$ cat config.mk
export PLATFORM = sky130hd
export DESIGN_NAME = ipmb_request_responder
export DESIGN_NICKNAME = d
export VERILOG_FILES = /design/src/sv/ipmbr_pkg.sv /design/src/sv/ipmbr_front.sv /design/src/sv/ipmbr_fifo.sv /design/src/sv/ipmbr_back.sv /design/src/sv/ipmb_request_responder.sv
export SDC_FILE = /design/constraint.sdc
export NUM_CORES = 1
export LEC_CHECK = 0
export ABC_AREA = 1
export ABC_CLOCK_PERIOD_IN_PS = 5700
export BUFFER_PORTS_ARGS = -buffer_cell sky130_fd_sc_hd__buf_2
export CAP_MARGIN = 20
export CORE_MARGIN = 1
export CORE_UTILIZATION = 40
export CTS_BUF_LIST = sky130_fd_sc_hd__clkbuf_8
export DETAILED_ROUTE_END_ITERATION = 8
export PLACE_DENSITY = 0.57
export SLEW_MARGIN = 20
export SYNTH_ARGS = -nofsm -noshare
export SYNTH_HDL_FRONTEND = slang
export SYNTH_SLANG_ARGS = --single-unit
$ cat constraint.sdc
create_clock -name clk -period 5.7 [get_ports clk]
set_input_delay 0.285 -clock clk [delete_from_list [all_inputs] [get_ports clk]]
set_output_delay 0.285 -clock clk [all_outputs]
set_load 0.05 [all_outputs]
$ cat src/sv/ipmbr_pkg.sv
// shared types and constants of the ipmb request responder
// no dependencies; imported by every module of the block
package ipmbr_pkg;

	// request store and response frame
	localparam int REQ_KEEP  = 5;
	localparam int RESP_LEN  = 10;
	localparam int CNT_W     = 3;
	localparam int POS_W     = 4;
	localparam int ADDR_W    = 7;
	localparam logic [7:0] FILL_BYTE = 8'h55;

	// default depth of the front to back queue
	localparam int QUEUE_DEPTH_DEF = 2;

	// incoming event codes
	typedef enum logic [1:0] {
		CMD_START = 2'd0,
		CMD_DATA  = 2'd1,
		CMD_STOP  = 2'd2,
		CMD_TURN  = 2'd3
	} cmd_t;

	// outgoing bus actions
	typedef enum logic [2:0] {
		ACT_NONE    = 3'd0,
		ACT_REQUEST = 3'd1,
		ACT_START   = 3'd2,
		ACT_BYTE    = 3'd3,
		ACT_END     = 3'd4
	} act_t;

	// work for the back end
	typedef enum logic [1:0] {
		OP_NOP   = 2'd0,
		OP_BUILD = 2'd1,
		OP_TURN  = 2'd2
	} op_t;

	// queue entry: operation plus header bytes snapshot taken at stop
	typedef struct packed {
		op_t        op;
		logic       ack;
		logic [7:0] hdr0;
		logic [7:0] hdr1;
		logic [7:0] hdr2;
		logic [7:0] hdr4;
		logic [7:0] hdr5;
	} qent_t;

	// transmit side status
	typedef struct packed {
		logic             sending;
		logic [POS_W-1:0] pos;
	} bstat_t;

endpackage

$ cat src/sv/ipmbr_front.sv
// receive side: accepts events, keeps the request bytes, classifies work
// depends on ipmbr_pkg
module ipmbr_front (
	input  logic              clk,
	input  logic              arst_n,
	input  logic              s_valid,
	output logic              s_ready,
	input  ipmbr_pkg::cmd_t   cmd,
	input  logic [7:0]        rx_byte,
	input  logic              ack_ok,
	input  logic              q_full,
	output logic              q_push,
	output ipmbr_pkg::qent_t  q_entry
);
	import ipmbr_pkg::*;

	logic [7:0]       req_q [REQ_KEEP];
	logic [CNT_W-1:0] cnt_q;
	logic [7:0]       r0, r2, r3, r4;
	logic [7:0]       b1;
	logic             accept;

	assign s_ready = !q_full;
	assign accept  = s_valid && !q_full;
	assign q_push  = accept;

	// bytes beyond the fill count read as zero
	always_comb begin
		r0 = (cnt_q > CNT_W'(0)) ? req_q[0] : 8'h00;
		r2 = (cnt_q > CNT_W'(2)) ? req_q[2] : 8'h00;
		r3 = (cnt_q > CNT_W'(3)) ? req_q[3] : 8'h00;
		r4 = (cnt_q > CNT_W'(4)) ? req_q[4] : 8'h00;
		b1 = {r0[7:2] + 6'd1, 2'b00};
	end

	// classify and snapshot the response header
	always_comb begin
		q_entry.ack  = ack_ok;
		q_entry.hdr0 = r2;
		q_entry.hdr1 = b1;
		q_entry.hdr2 = 8'h00 - (r2 + b1);
		q_entry.hdr4 = r3 & 8'hfc;
		q_entry.hdr5 = r4;
		case (cmd)
			CMD_STOP: q_entry.op = OP_BUILD;
			CMD_TURN: q_entry.op = OP_TURN;
			default:  q_entry.op = OP_NOP;
		endcase
	end

	// fill count
	always_ff @(posedge clk or negedge arst_n) begin
		if (!arst_n) begin
			cnt_q <= '0;
		end else if (accept) begin
			if (cmd == CMD_START) begin
				cnt_q <= '0;
			end else if (cmd == CMD_DATA && cnt_q < CNT_W'(REQ_KEEP)) begin
				cnt_q <= cnt_q + CNT_W'(1);
			end
		end
	end

	// request byte store
	always_ff @(posedge clk) begin
		if (accept && cmd == CMD_DATA && cnt_q < CNT_W'(REQ_KEEP)) begin
			req_q[cnt_q] <= rx_byte;
		end
	end

endmodule

$ cat src/sv/ipmbr_fifo.sv
// short queue of work entries between receive and transmit sides
// depends on ipmbr_pkg
module ipmbr_fifo #(
	parameter int DEPTH = ipmbr_pkg::QUEUE_DEPTH_DEF
) (
	input  logic              clk,
	input  logic              arst_n,
	input  logic              push,
	input  ipmbr_pkg::qent_t  din,
	output logic              full,
	input  logic              pop,
	output ipmbr_pkg::qent_t  dout,
	output logic              empty
);
	import ipmbr_pkg::*;

	localparam int PTR_W = (DEPTH > 1) ? $clog2(DEPTH) : 1;
	localparam int CNT_W_Q = $clog2(DEPTH + 1);

	qent_t              mem_q [DEPTH];
	logic [PTR_W-1:0]   wr_ptr_q, rd_ptr_q;
	logic [CNT_W_Q-1:0] count_q;

	assign full  = (count_q == CNT_W_Q'(DEPTH));
	assign empty = (count_q == '0);
	assign dout  = mem_q[rd_ptr_q];

	// pointers and occupancy
	always_ff @(posedge clk or negedge arst_n) begin
		if (!arst_n) begin
			wr_ptr_q <= '0;
			rd_ptr_q <= '0;
			count_q  <= '0;
		end else begin
			if (push) begin
				wr_ptr_q <= (wr_ptr_q == PTR_W'(DEPTH - 1)) ? '0 : wr_ptr_q + PTR_W'(1);
			end
			if (pop) begin
				rd_ptr_q <= (rd_ptr_q == PTR_W'(DEPTH - 1)) ? '0 : rd_ptr_q + PTR_W'(1);
			end
			if (push && !pop) begin
				count_q <= count_q + CNT_W_Q'(1);
			end else if (pop && !push) begin
				count_q <= count_q - CNT_W_Q'(1);
			end
		end
	end

	// entry storage
	always_ff @(posedge clk) begin
		if (push) begin
			mem_q[wr_ptr_q] <= din;
		end
	end

endmodule

$ cat src/sv/ipmbr_back.sv
// transmit side: builds the response, walks it out one bus turn at a time
// depends on ipmbr_pkg
module ipmbr_back (
	input  logic                           clk,
	input  logic                           arst_n,
	input  logic                           cfg_wr_en,
	input  logic [ipmbr_pkg::ADDR_W-1:0]   cfg_wr_data,
	input  logic                           q_empty,
	input  ipmbr_pkg::qent_t               q_entry,
	output logic                           q_pop,
	output logic                           m_valid,
	input  logic                           m_ready,
	output ipmbr_pkg::act_t                m_action,
	output logic [7:0]                     m_byte,
	output ipmbr_pkg::bstat_t              status
);
	import ipmbr_pkg::*;

	logic [ADDR_W-1:0] own_address_q;
	logic [7:0]        resp_q [RESP_LEN];
	logic              sending_q, sending_d;
	logic [POS_W-1:0]  pos_q, pos_d;
	logic              build;
	act_t              act_d;
	logic [7:0]        byte_d;
	logic [7:0]        b3, b9;
	logic              out_valid_q;
	act_t              out_action_q;
	logic [7:0]        out_byte_q;

	assign q_pop          = !q_empty && (!out_valid_q || m_ready);
	assign m_valid        = out_valid_q;
	assign m_action       = out_action_q;
	assign m_byte         = out_byte_q;
	assign status.sending = sending_q;
	assign status.pos     = pos_q;

	// trailing checksum over bytes three to eight; hdr0, hdr1 and hdr2 sum to zero
	assign b3 = {1'b0, own_address_q};
	assign b9 = 8'h00 - (b3 + q_entry.hdr4 + q_entry.hdr5 + FILL_BYTE);

	// execute one queued operation
	always_comb begin
		act_d     = ACT_NONE;
		byte_d    = 8'h00;
		sending_d = sending_q;
		pos_d     = pos_q;
		build     = 1'b0;
		case (q_entry.op)
			OP_BUILD: begin
				if (!sending_q) begin
					build     = 1'b1;
					sending_d = 1'b1;
					pos_d     = '0;
					act_d     = ACT_REQUEST;
				end
			end
			OP_TURN: begin
				if (sending_q) begin
					if (!q_entry.ack || pos_q >= POS_W'(RESP_LEN)) begin
						sending_d = 1'b0;
						pos_d     = '0;
						act_d     = ACT_END;
					end else if (pos_q == '0) begin
						byte_d = resp_q[0];
						pos_d  = POS_W'(1);
						act_d  = ACT_START;
					end else begin
						byte_d = resp_q[pos_q];
						pos_d  = pos_q + POS_W'(1);
						act_d  = ACT_BYTE;
					end
				end
			end
			default: ;
		endcase
	end

	// own address register
	always_ff @(posedge clk or negedge arst_n) begin
		if (!arst_n) begin
			own_address_q <= '0;
		end else if (cfg_wr_en) begin
			own_address_q <= cfg_wr_data;
		end
	end

	// transfer state and output register
	always_ff @(posedge clk or negedge arst_n) begin
		if (!arst_n) begin
			sending_q    <= 1'b0;
			pos_q        <= '0;
			out_valid_q  <= 1'b0;
			out_action_q <= ACT_NONE;
		end else begin
			if (q_pop) begin
				sending_q    <= sending_d;
				pos_q        <= pos_d;
				out_valid_q  <= 1'b1;
				out_action_q <= act_d;
			end else if (m_ready) begin
				out_valid_q <= 1'b0;
			end
		end
	end

	// output byte
	always_ff @(posedge clk) begin
		if (q_pop) begin
			out_byte_q <= byte_d;
		end
	end

	// response frame store, written whole on a build
	always_ff @(posedge clk) begin
		if (q_pop && build) begin
			resp_q[0] <= {1'b0, q_entry.hdr0[7:1]};
			resp_q[1] <= q_entry.hdr1;
			resp_q[2] <= q_entry.hdr2;
			resp_q[3] <= b3;
			resp_q[4] <= q_entry.hdr4;
			resp_q[5] <= q_entry.hdr5;
			resp_q[6] <= 8'h00;
			resp_q[7] <= FILL_BYTE;
			resp_q[8] <= 8'h00;
			resp_q[9] <= b9;
		end
	end

endmodule

$ cat src/sv/ipmb_request_responder.sv
// IPMB request responder: target receive events in, bus master actions out.
// Input stream s_axis: tuser = event code (0 write start, 1 data byte,
//   2 stop, 3 bus turn), tdata = received byte and acknowledge flag.
// Output stream m_axis: one transaction per input transaction, in order;
//   tuser = bus action, tdata = address or data byte (zero otherwise).
// Config: cfg_wr_en/cfg_wr_data set the seven-bit own address; write it only
//   while no transaction is in flight.
// The receive side stores the first five request bytes and snapshots the
//   response header at stop; the transmit side builds the ten-byte response
//   and steps through it, one byte per bus turn, ending early on a NACK.
// Path: an accepted input is written into the queue, then its result is
//   registered in the output register when that register is free.
// Throughput: one transaction per cycle while m_axis_tready is high, set by
//   the single-step transmit executor that pops one queue entry per cycle.
// Stall: a stalled m_axis holds its result; the queue of QUEUE_DEPTH entries
//   then fills and s_axis_tready drops.
// Reset: clears the fill count, queue, transfer state, output valid and action, and address.
module ipmb_request_responder #(
	parameter int QUEUE_DEPTH = ipmbr_pkg::QUEUE_DEPTH_DEF
) (
	input  logic                          clk,
	input  logic                          arst_n,
	input  logic                          s_axis_tvalid,
	output logic                          s_axis_tready,
	input  logic [15:0]                   s_axis_tdata,  // [7:0] rx_byte, [8] ack_ok
	input  logic [1:0]                    s_axis_tuser,  // [1:0] command
	output logic                          m_axis_tvalid,
	input  logic                          m_axis_tready,
	output logic [7:0]                    m_axis_tdata,  // [7:0] out_byte
	output logic [2:0]                    m_axis_tuser,  // [2:0] action
	input  logic                          cfg_wr_en,
	input  logic [ipmbr_pkg::ADDR_W-1:0]  cfg_wr_data
);
	import ipmbr_pkg::*;

	logic   q_push, q_pop, q_full, q_empty;
	qent_t  q_in, q_out;
	act_t   action;
	bstat_t status;

	// receive side
	ipmbr_front u_front (
		.clk     (clk),
		.arst_n  (arst_n),
		.s_valid (s_axis_tvalid),
		.s_ready (s_axis_tready),
		.cmd     (cmd_t'(s_axis_tuser)),
		.rx_byte (s_axis_tdata[7:0]),
		.ack_ok  (s_axis_tdata[8]),
		.q_full  (q_full),
		.q_push  (q_push),
		.q_entry (q_in)
	);

	// work queue
	ipmbr_fifo #(
		.DEPTH (QUEUE_DEPTH)
	) u_fifo (
		.clk    (clk),
		.arst_n (arst_n),
		.push   (q_push),
		.din    (q_in),
		.full   (q_full),
		.pop    (q_pop),
		.dout   (q_out),
		.empty  (q_empty)
	);

	// transmit side
	ipmbr_back u_back (
		.clk         (clk),
		.arst_n      (arst_n),
		.cfg_wr_en   (cfg_wr_en),
		.cfg_wr_data (cfg_wr_data),
		.q_empty     (q_empty),
		.q_entry     (q_out),
		.q_pop       (q_pop),
		.m_valid     (m_axis_tvalid),
		.m_ready     (m_axis_tready),
		.m_action    (action),
		.m_byte      (m_axis_tdata),
		.status      (status)
	);

	assign m_axis_tuser = action;

	// a data byte shown only mid-transfer, after the start
	assert property (@(posedge clk) disable iff (!arst_n)
		(m_axis_tvalid && action == ACT_BYTE) |-> (status.sending && status.pos >= POS_W'(2)))
		else $error("data byte outside an active transfer");

	// end of transfer leaves the transmit side idle
	assert property (@(posedge clk) disable iff (!arst_n)
		(m_axis_tvalid && action == ACT_END) |-> (!status.sending && status.pos == '0))
		else $error("transfer state not cleared after end");

	// a new result only ever comes from a queued entry
	assert property (@(posedge clk) disable iff (!arst_n)
		$rose(m_axis_tvalid) |-> $past(!q_empty))
		else $error("result produced with empty queue");

endmodule
==> run summary <==
H-tree levels: 4
post-route cell area: 9290 sq um
GR Overflow Total: 0
max-cap viol count: 0
CTS tree: yes
DIE AREA: 21300 sq um
clk root buf: clkbuf_8
Ports: 43
worst hold path type: input pin to flip-flop
post-detailed-routing wire length: 15800 microns
worst r2r dst: u_back.resp_q[9][7]
port bufs: 35
Setup Viol. Count Final: 0
DRT Pass-1 Iters: 5
clock transition at the registers of the reported paths: 0.10 ns
largest net degree at the start of global routing: 51
Worst-Margin Slew: 0.7906 ns
post-synthesis instance total: 725
CTS Buffer Depth: 2
Worst Setup End Kind: flip-flop
Reg2Reg Setup Slack: 2.45 ns
Starting Density: 40.83%
Worst VDD drop: 249.6 uV
first-pass GRT wire length: 25560 microns
RSZ-0062 raised after global routing: no
vias in the first global route: 4982
Post-synth EDFFs: 162
Fillers: 1878
initial antenna violation count: 0
commonest non-fill, non-tap cells in the layout: 194 x nand2_1, 162 x edfxtp_1, 89 x inv_1
final net count: 840
final RePlAce weighted congestion: 0.8986
max-slew violation count: 0
Leak: 3.909 nW
Ys Warns: 0
CP Launch Type: flip-flop
PD cells: 584.9 nW/um^2
prevailing post-synth register cell: edfxtp_1
flop and latch count out of synthesis: 185
crit-path max FO: 35
setup TNS: 0 ns
Syn Nets: 793
total CTS buffers: 17
Iter 0 DRT Violations: 261
worst r2r src: u_fifo.rd_ptr_q
max frequency: 308.2 MHz
Slew headroom: 46.73%
area delta synth->final: 12.09%
Post-CTS Setup Bufs: 0
post-cts sizing count: 0
WL/cell: 14.97 microns
antenna fix cells: 0
Core Area: 20300 sq um
placed inst area: 8758 sq um
most common cell after layout, fill and taps aside: nand2_1
Final Hold Viols: 0
chip width: 145.9 microns
Hold Crit Start: cfg_wr_data[4]
cell count of the worst reg-to-reg path: 17
clk sink count: 185
row count: 52
final antenna-violating net count: 0
outcome: finished, final reports clean
Post-route DRC: 0
Post-Synthesis Cell Area: 8288 sq um
final cycle utilization of the critical path: 56.93%
Vias/cell: 4.699
Hold EP: u_back.own_address_q[4]
asr flop ratio synth: 12.43%
Tmin final: 3.245 ns
share of post-route cells with drive strength above 1: 13.76%
Required @ worst endpoint: 5.93 ns
Arrival @ worst endpoint: 3.47 ns
final hold slack: 0.03027 ns
Unique masters post-synth: 41
vias: 4957
CP Class: flip-flop to flip-flop
WHS Path Cells: 3
synthesized area per cell: 11.43 sq um
post-synthesis sequential area ratio: 65.64%
total track usage: 15.81%
dpl hpwl: 11420 microns
die height: 145.9 microns
Skew-Pair Late Insertion Delay: 0.46 ns
Clock Skew: 0.01080 ns
Util after Layout: 45.77%
final cells by class:
| cell class | instances | area (sq um) | area share [%] |
|---|---|---|---|
| Clock buffer | 17 | 234.0 | 2.519 |
| Sequential cell | 185 | 5440 | 58.56 |
| Tap cell | 270 | 337.8 | 3.636 |
| Clock inverter | 15 | 193.9 | 2.088 |
| Timing Repair Buffer | 47 | 310.3 | 3.340 |
| Multi-Input combinational cell | 427 | 2421 | 26.06 |
| Inverter | 94 | 352.8 | 3.798 |
sequential cells by signal (all words and copies together), names as in the netlist:
signal and count:
u_back.pos_q 4, u_back.resp_q 50, u_fifo.wr_ptr_q 1, u_fifo.rd_ptr_q 1
u_fifo.mem_q 76, u_fifo.count_q 2, u_back.sending_q 1, u_front.cnt_q 3
u_back.m_action 3, u_back.m_valid 1, u_back.own_address_q 7, u_front.req_q 28
u_back.m_byte 8
worst max path at each step:
stage | start | to | slack, ns
finish | u_fifo.rd_ptr_q | u_back.resp_q[9][7] | 2.45
global route | u_fifo.rd_ptr_q | u_back.resp_q[9][7] | 2.14
CTS | u_fifo.rd_ptr_q | u_back.resp_q[9][7] | 2.41
detailed placement | u_fifo.rd_ptr_q | u_back.resp_q[9][7] | 2.42
global placement | u_fifo.rd_ptr_q | u_back.resp_q[9][7] | 2.46
floorplan | u_back.m_valid | u_back.resp_q[0][0] | 1.95
power breakdown:
part	leakage, nW	internal, mW	switching (mW)
Sequential	1.80	2.07	0.139
Clock	0.217	0.415	0.501
Combinational	1.90	0.772	1.54
per-layer routing:
metal | vias to the layer above | track usage (%) | part of all wire (%)
met5 | - | 0 | 0
met1 | 2297 | 20.53 | 46
met2 | 115 | 25.24 | 47
met3 | 29 | 3.197 | 4.0
li1 | 2516 | - | -
met4 | 0 | 7.947 | 3.2
worst max-delay path, stage by stage (launching register included):
cell	delay (ns)
dfrtp_1	0.54
inv_1	0.16
buf_4	0.36
nand2_1	0.09
nand2_1	0.14
ha_1	0.27
fa_1	0.53
inv_1	0.07
ha_1	0.28
nand3_1	0.07
nand2_1	0.10
nand2_1	0.06
nand2_1	0.06
nand2_1	0.05
nand2_1	0.08
inv_1	0.05
nand2_1	0.05
nand2_1	0.04
through the flow:
stage                     total power [mW]  worst slack (ns)  instances
after floorplan                      3.962             1.948        725
after detailed placement             4.537             2.422       1016
after CTS                            5.466             2.411       1053
final                                5.434             2.455       1055
after global routing                 5.872             2.135       1055
after global placement               4.469             2.462       1016
kinds of logic after synthesis:
group / after synthesis / share of synthesized area (%)
compound gates: 79 / 5.420
simple gates: 293 / 15.23
buf+inv: 113 / 5.495
mux: 5 / 0.6642
fa+ha+maj: 38 / 6.280
flops: 185 / 65.64
xor+xnor: 12 / 1.268
synthesized netlist by cell type (7+ instances only):
library cell | number | share of area, %
edfxtp_1 | 162 | 59
nor2_1 | 48 | 2.2
ha_1 | 32 | 4.8
xor2_1 | 7 | 0.74
or2_2 | 9 | 0.68
dfrtp_1 | 23 | 6.9
nand3_1 | 22 | 1.3
inv_1 | 89 | 4.0
buf_2 | 10 | 0.60
o21ai_0 | 41 | 2.5
nand2_1 | 194 | 8.8
a21oi_1 | 18 | 1.1
what timing repair did:
| item | 4_1_cts | 5_1_grt |
|---|---|---|
| setup endpoints to repair | 0 | 0 |
| endpoints found under the hold margin | 30 | 0 |
| hold buffers | 5 | 0 |
Note: power is estimated with default switching activity, not from simulation.
